===== src/least_loaded_stick_assigner_core_assert.svh =====
// ----------------------------------------------------------------------------
// least_loaded_stick_assigner_core_assert
// assertion macros shared by the stick assigner rtl
// ----------------------------------------------------------------------------
`ifndef LEAST_LOADED_STICK_ASSIGNER_CORE_ASSERT_SVH
`define LEAST_LOADED_STICK_ASSIGNER_CORE_ASSERT_SVH

// same-cycle implication, checked out of reset
`define LLSA_ASSERT_NOW(lbl, ante, cons, msg) \
  lbl: assert property (@(posedge clk) disable iff (!rst_n) (ante) |-> (cons)) \
    else $error(msg);

// next-cycle implication, checked out of reset
`define LLSA_ASSERT_NEXT(lbl, ante, cons, msg) \
  lbl: assert property (@(posedge clk) disable iff (!rst_n) (ante) |=> (cons)) \
    else $error(msg);

`endif


===== src/llsa_pkg.sv =====
// ----------------------------------------------------------------------------
// llsa_pkg
// shared types and constants of the least-loaded stick assigner
// ----------------------------------------------------------------------------
`timescale 1ns / 1ps

package llsa_pkg;

  localparam int CORES     = 16;
  localparam int CORE_W    = (CORES > 1) ? $clog2(CORES) : 1;
  localparam int PW_W      = 25;
  localparam int ST_W      = 17;
  localparam int OFS_W     = 25;
  localparam int PROD_W    = ST_W + 9;
  localparam int CFG_W     = 9;
  localparam int CFG_IDX_W = 1;

  localparam logic [PW_W-1:0]  PW_MAX  = {PW_W{1'b1}};
  localparam logic [ST_W-1:0]  ST_MAX  = {ST_W{1'b1}};
  localparam logic [OFS_W-1:0] OFS_MAX = {OFS_W{1'b1}};

  localparam logic FUNC_PLACE  = 1'b0;
  localparam logic FUNC_REPORT = 1'b1;

  localparam logic [CFG_IDX_W-1:0] CFG_GRID_NY = 1'b0;
  localparam logic [CFG_IDX_W-1:0] CFG_GRID_NZ = 1'b1;

  localparam logic [CFG_W-1:0] GRID_RESET = 9'd64;

  typedef enum logic [1:0] {
    ST_IDLE,
    ST_SCAN,
    ST_HOLD
  } state_t;

  // search token walking down the cell chain
  typedef struct packed {
    logic              vld;
    logic              rpt;   // report transaction
    logic              qok;   // queried core exists
    logic              done;  // empty core found, search frozen
    logic [CORE_W-1:0] idx;   // current candidate or queried core
    logic [PW_W-1:0]   bp;    // candidate plane-wave load
    logic [ST_W-1:0]   bs;    // candidate stick load
    logic [OFS_W-1:0]  ofs;   // start offset of candidate
    logic [OFS_W-1:0]  sum;   // running prefix of sticks times nz
  } tok_t;

  // load write-back to the winning cell
  typedef struct packed {
    logic              en;
    logic [CORE_W-1:0] idx;
    logic [PW_W-1:0]   pw;
    logic [ST_W-1:0]   st;
  } upd_t;

endpackage


===== src/llsa_cell.sv =====
// ----------------------------------------------------------------------------
// llsa_cell
// one core's load registers plus one stage of the search chain
// ----------------------------------------------------------------------------
`timescale 1ns / 1ps

module llsa_cell (
  input  logic                         clk,
  input  logic                         rst_n,
  input  logic [llsa_pkg::CORE_W-1:0]  cell_idx,
  input  logic [llsa_pkg::CFG_W-1:0]   grid_nz,
  input  llsa_pkg::tok_t               tok_i,
  output llsa_pkg::tok_t               tok_o,
  input  llsa_pkg::upd_t               upd_i,
  output logic [llsa_pkg::PW_W-1:0]    pw_o,
  output logic [llsa_pkg::ST_W-1:0]    st_o
);
  import llsa_pkg::*;

  logic [PW_W-1:0]   pw_r;
  logic [ST_W-1:0]   st_r;
  logic [PROD_W-1:0] prod_r;
  logic [PROD_W-1:0] prod_nxt;
  tok_t              tok_r;
  tok_t              tok_nxt;
  logic [OFS_W+1:0]  sum_ext;
  logic              better;
  logic              here;

  // this core's contribution to the start offsets of higher cores
  assign prod_nxt = PROD_W'(st_r) * PROD_W'(grid_nz);
  assign sum_ext  = (OFS_W+2)'(tok_i.sum) + (OFS_W+2)'(prod_r);
  assign here     = (tok_i.idx == cell_idx);
  assign better   = !tok_i.done &&
                    ((pw_r == '0) || (pw_r < tok_i.bp) ||
                     ((pw_r == tok_i.bp) && (st_r < tok_i.bs)));

  always_comb begin
    tok_nxt     = tok_i;
    tok_nxt.sum = (sum_ext > (OFS_W+2)'(OFS_MAX)) ? OFS_MAX : sum_ext[OFS_W-1:0];
    if (tok_i.rpt) begin
      if (tok_i.qok && here) begin
        tok_nxt.bp  = pw_r;
        tok_nxt.bs  = st_r;
        tok_nxt.ofs = tok_i.sum;
      end
    end else if (better) begin
      tok_nxt.idx  = cell_idx;
      tok_nxt.bp   = pw_r;
      tok_nxt.bs   = st_r;
      tok_nxt.ofs  = tok_i.sum;
      tok_nxt.done = tok_i.done | (pw_r == '0);
    end else if (here) begin
      tok_nxt.ofs = tok_i.sum;
    end
  end

  always_ff @(posedge clk) begin
    if (!rst_n) begin
      pw_r      <= '0;
      st_r      <= '0;
      prod_r    <= '0;
      tok_r.vld <= 1'b0;
    end else begin
      prod_r <= prod_nxt;
      tok_r  <= tok_nxt;
      if (upd_i.en && (upd_i.idx == cell_idx)) begin
        pw_r <= upd_i.pw;
        st_r <= upd_i.st;
      end
    end
  end

  assign tok_o = tok_r;
  assign pw_o  = pw_r;
  assign st_o  = st_r;

endmodule


===== config.mk =====
export PLATFORM = sky130hd
export DESIGN_NAME = llsa_cell
export DESIGN_NICKNAME = d
export VERILOG_FILES = /design/src/least_loaded_stick_assigner_core_assert.svh /design/src/llsa_pkg.sv /design/src/llsa_cell.sv
export SDC_FILE = /design/constraint.sdc
export NUM_CORES = 1
export LEC_CHECK = 0
export ABC_AREA = 0
export CAP_MARGIN = 20
export CORE_UTILIZATION = 60
export CTS_CLUSTER_DIAMETER = 30
export DETAILED_ROUTE_END_ITERATION = 6
export DONT_BUFFER_PORTS = 1
export GPL_TIMING_DRIVEN = 0
export PLACE_DENSITY = 0.82
export SLEW_MARGIN = 20
export SYNTH_ARGS = -nofsm -noshare
export SYNTH_HDL_FRONTEND = slang
export SYNTH_SLANG_ARGS = --single-unit

===== constraint.sdc =====
create_clock -name clk -period 6.25 [get_ports clk]
set_clock_uncertainty 0.05 [all_clocks]
set_input_delay 0.9375 -clock clk [delete_from_list [all_inputs] [get_ports clk]]
set_output_delay 0.9375 -clock clk [all_outputs]
set_load 0.005 [all_outputs]

# After elaboration in Yosys (flattened, before gate mapping)
# Cells that the tools add are included.
# word_totals
wordCells	35
in_bits	162
ff_bits	168
out_inout_bits	142
# op_classes
order_cmp	3
muxes	6
n_eq_ne	3
bitwise	1
addsub	1
n_reduce_logical	8
multipliers	1
# op_table
operator	n
2-to-1 mux 67 bit	2
2-to-1 mux 25 bit	2
2-to-1 mux 47 bit	1
adder 25 x 26 -> 27 bit	1
> comparator 27 x 25 -> 1 bit (second input constant)	1
multiplier 17 x 9 -> 26 bit	1
equality test 25 bit	1
zero test 25 bit	1
less-than comparator 25 bit	1
less-than comparator 17 bit	1
equality test 4 bit	2
2-to-1 mux 5 bit	1
logical AND 1 bit	4
logical OR 1 bit	2
zero test 1 bit	1
OR 1 bit	1

# Depth between registers and ports, before layout
# logic_depth
ltp_word	6
ltp_mapped	21
depth_no_buf	19

# Worst setup path before layout
# No wires, ideal clock.
# synth_path
kind	input to register
from	input port grid_nz[2] (netlist bit)
to	register prod_r[25]
slack_ns	0.617
arrival_time_ns	5.465
stages	19
required_ns	6.082
setup_ns	0.118
n_path_buf	2
cell_sequence	clkbuf_1 clkbuf_1 nand2_1 fa_1 inv_1 fa_1 inv_1 fa_1 fa_1 inv_1 ha_1 a2111oi_0 o21ai_0 nand4_1 a31oi_1 nor3_1 o31ai_1 a31o_2 mux2i_1
# synth_between
elab_chain_len	1
# synth_rtl
element	line_no	text
from (decl)	llsa_cell.sv:11	input logic [llsa_pkg::CFG_W-1:0] grid_nz,
multiplier 17 x 9 -> 26 bit	llsa_cell.sv:31	assign prod_nxt = PROD_W'(st_r) * PROD_W'(grid_nz);
to (signal assigned)	llsa_cell.sv:65	prod_r <= prod_nxt;
to (decl)	llsa_cell.sv:22	logic [PROD_W-1:0] prod_r;
# Every way passes these cells.
# A chain may end at the register's enable or synchronous reset.

# Worst setup path in the final report
# layout_path
from	input port grid_nz[2] (netlist bit)
to	register prod_r[23]
# Same word-level chain as after synthesis.

==> results_dict.tcl <==
set metrics [dict create \
    num-fill-cells 1755 \
    outcome "completed" \
    pin_count 304 \
    area_growth_pct 7.31 \
    drive_gt1_frac 0.0418 \
    synth-seq-cells 168 \
    async_flop_share 0 \
    clkTransAtPathRegs_ns 0.08 \
    nNetsFinal 1850 \
    root_buffer "clkbuf_16" \
    yosysMostFrequentCell "nand2_1" \
    power_density_nw_per_um2 191 \
    arrival_ns 6.08 \
    die_width_um 154 \
    fin_crit_sh 0.925 \
    setup_viol 0 \
    min_path_cells 2 \
    design.core.area_sq_um 22600 \
    worstSetupStartpointType "input pin" \
    relSlewSlack 0.343 \
    synth_area_leader_cell "edfxtp_1" \
    synth_area_sq_um 13800 \
    r2r_cells 18 \
    clock_path_buffers 2 \
    hp-start "st_o[4]" \
    grt_pass1_wl_mm 55.1 \
    maxCapViolCount 0 \
    cts_buffers 17 \
    drc 0 \
    min_path_type "flip-flop to flip-flop" \
    diodes 0 \
    yosysSeqAreaShare 0.315 \
    hpwl_mm 26.7 \
    antenna_found_initial 0 \
    total_leakage_power_nw 6.75 \
    end_kind "flip-flop" \
    ys_top_cells_by_area "edfxtp_1 22%, fa_1 16%, ha_1 10%" \
    ys_top_cells_by_count "198 x nand2_1, 181 x inv_1, 112 x ha_1" \
    routed_wl_mm 34.6 \
    grt_pass1_vias 10427 \
    die_y_um 154 \
    synth.avg_cell_area_sq_um 9.52 \
    synth_warnings 0 \
    portBuffers 0 \
    wl_per_cell_um 19.6 \
    vias_per_cell 6.03 \
    synthFlopType "edfxtp_1" \
    vias 10653 \
    dpl_cell_area_sq_um 14200 \
    tightest_slew_ns 0.985 \
    die-area_sq_um 23600 \
    cts.sinks 168 \
    syn_nets 1831 \
    place_congestion 0.948 \
    utilization 0.657 \
    timing.hold.ws_ns 0.546 \
    start_util 0.612 \
    synth_edf_count 99 \
    dr.pass1.iters 5 \
    holdPathEnd "st_o[4]" \
    htree_levels 4 \
    ir_worst_vdd_mv 0.157 \
    fmax_ghz 0.173 \
    worstSetupPathType "input pin to flip-flop" \
    synth_top_area_frac 0.215 \
    cts_tree "done" \
    hold_viol 0 \
    layout_min_cycle_time_ns 5.78 \
    synthDistinctLibCells 59 \
    r2r_end "prod_r[23]" \
    total_power_mw 2.82 \
    syn_inst 1450 \
    placementRows 55 \
    drt_iter0_markers 867 \
    critPathMaxFanout 10 \
    overflow 0 \
    grt_setup_unrepaired "false" \
    globalRouteTotalUtil 0.296 \
    clk_latency_ns 0.44 \
    grt_max_degree 106 \
    timing.final.max_slew_violations 0 \
    worstPathRequired_ns 6.55 \
    ff2ff_setup_slack_ns 0.60 \
    r2r_start "st_o[0]" \
    route.antenna.remaining_nets 0 \
    final_area_sq_um 14800 \
]
worst max path at each step:
stage	from	to	slack [ns]	depth (start not counted)
finish	grid_nz[2]	prod_r[23]	0.47	19
global route	grid_nz[2]	prod_r[23]	0.02	19
CTS	grid_nz[2]	prod_r[23]	0.32	19
detailed placement	grid_nz[2]	prod_r[23]	-0.13	19
global placement	grid_nz[1]	prod_r[25]	-0.05	19
floorplan	grid_nz[2]	prod_r[25]	0.62	19
state kept, by name, summed over array words and instances (netlist names):
signal and cells:
pw_o 25, st_o 17, tok_o 100, prod_r 26
where the power goes:
group / switching [mW] / internal (mW) / total, mW
clock network: 0.529 / 0.624 / 1.15
logic: 0.228 / 0.146 / 0.374
registers: 0.0437 / 1.25 / 1.30
total: 0.800 / 2.02 / 2.82
placed cells by master, fill, tap and decap left out, types with 7 or more instances in the layout:
master	netlist	final
inv_1	181	181
clkbuf_16	0	17
o21a_1	7	7
nor2_1	82	82
mux2_1	20	20
edfxtp_1	99	99
xnor2_1	14	14
clkbuf_1	63	60
nand3_1	14	14
mux2_2	9	9
fa_1	107	107
ha_1	112	112
nand2_1	198	198
dfxtp_1	69	69
and3_1	10	10
nand2b_1	13	13
and2_1	95	95
a21o_1	20	20
o21ai_0	31	31
a211oi_1	12	12
o211ai_1	89	89
nand4_1	8	8
xor2_1	29	29
a21oi_1	37	37
mux2i_1	45	45
buf_2	7	7
nor3_1	11	11
what timing repair did:
action,CTS,global route
endpoints found under the setup margin,0,2
gates resized for setup,0,6
hold buffers,0,0
setup buffers,0,0
cell families after synthesis:
logic type               synth area share
AO/OA/AOI/OAI                       0.119
XOR/XNOR                           0.0273
adder cells (fa/ha/maj)             0.257
buffers and inverters              0.0694
flip-flops                          0.315
multiplexers                       0.0563
AND/OR/NAND/NOR                     0.157
cell type report:
class	count	area, sq um	area share
Inverter	182	683	0.0461
Multi-Input combinational cell	1029	8500	0.574
Tap cell	285	357	0.0241
Clock inverter	15	218	0.0147
Clock buffer	17	425	0.0287
Buffer	71	279	0.0188
Sequential cell	168	4350	0.294
metal layers:
metal / vias up / global-route usage / wire [um]
met3: 68 / 0.0651 / 2800
met2: 517 / 0.481 / 16400
li1: 4943 / - / -
met4: 0 / 0.0967 / 860
met1: 5125 / 0.392 / 14600
met5: - / 0 / 0
through the flow:
step | cells | TNS, ns | worst slack, ns
2_1_floorplan | 1450 | 0 | 0.617
3_3_place_gp | 1735 | -0.0639 | -0.0518
3_5_place_dp | 1735 | -0.255 | -0.131
4_1_cts | 1767 | 0 | 0.323
5_1_grt | 1767 | 0 | 0.0215
6_report | 1767 | 0 | 0.471
critical path: stages:
cell and delay (ns):
clkbuf_1 0.33, clkbuf_2 0.33, nand2_1 0.12, fa_1 0.56
inv_1 0.05, fa_1 0.51, inv_1 0.05, fa_1 0.47
fa_1 0.54, inv_1 0.04, ha_1 0.35, a2111oi_0 0.35
o21ai_0 0.23, nand4_1 0.18, a31oi_1 0.13, nor3_1 0.29
nor2_1 0.12, a31oi_1 0.22, mux2i_1 0.25
(Power assumes the default switching activity.)
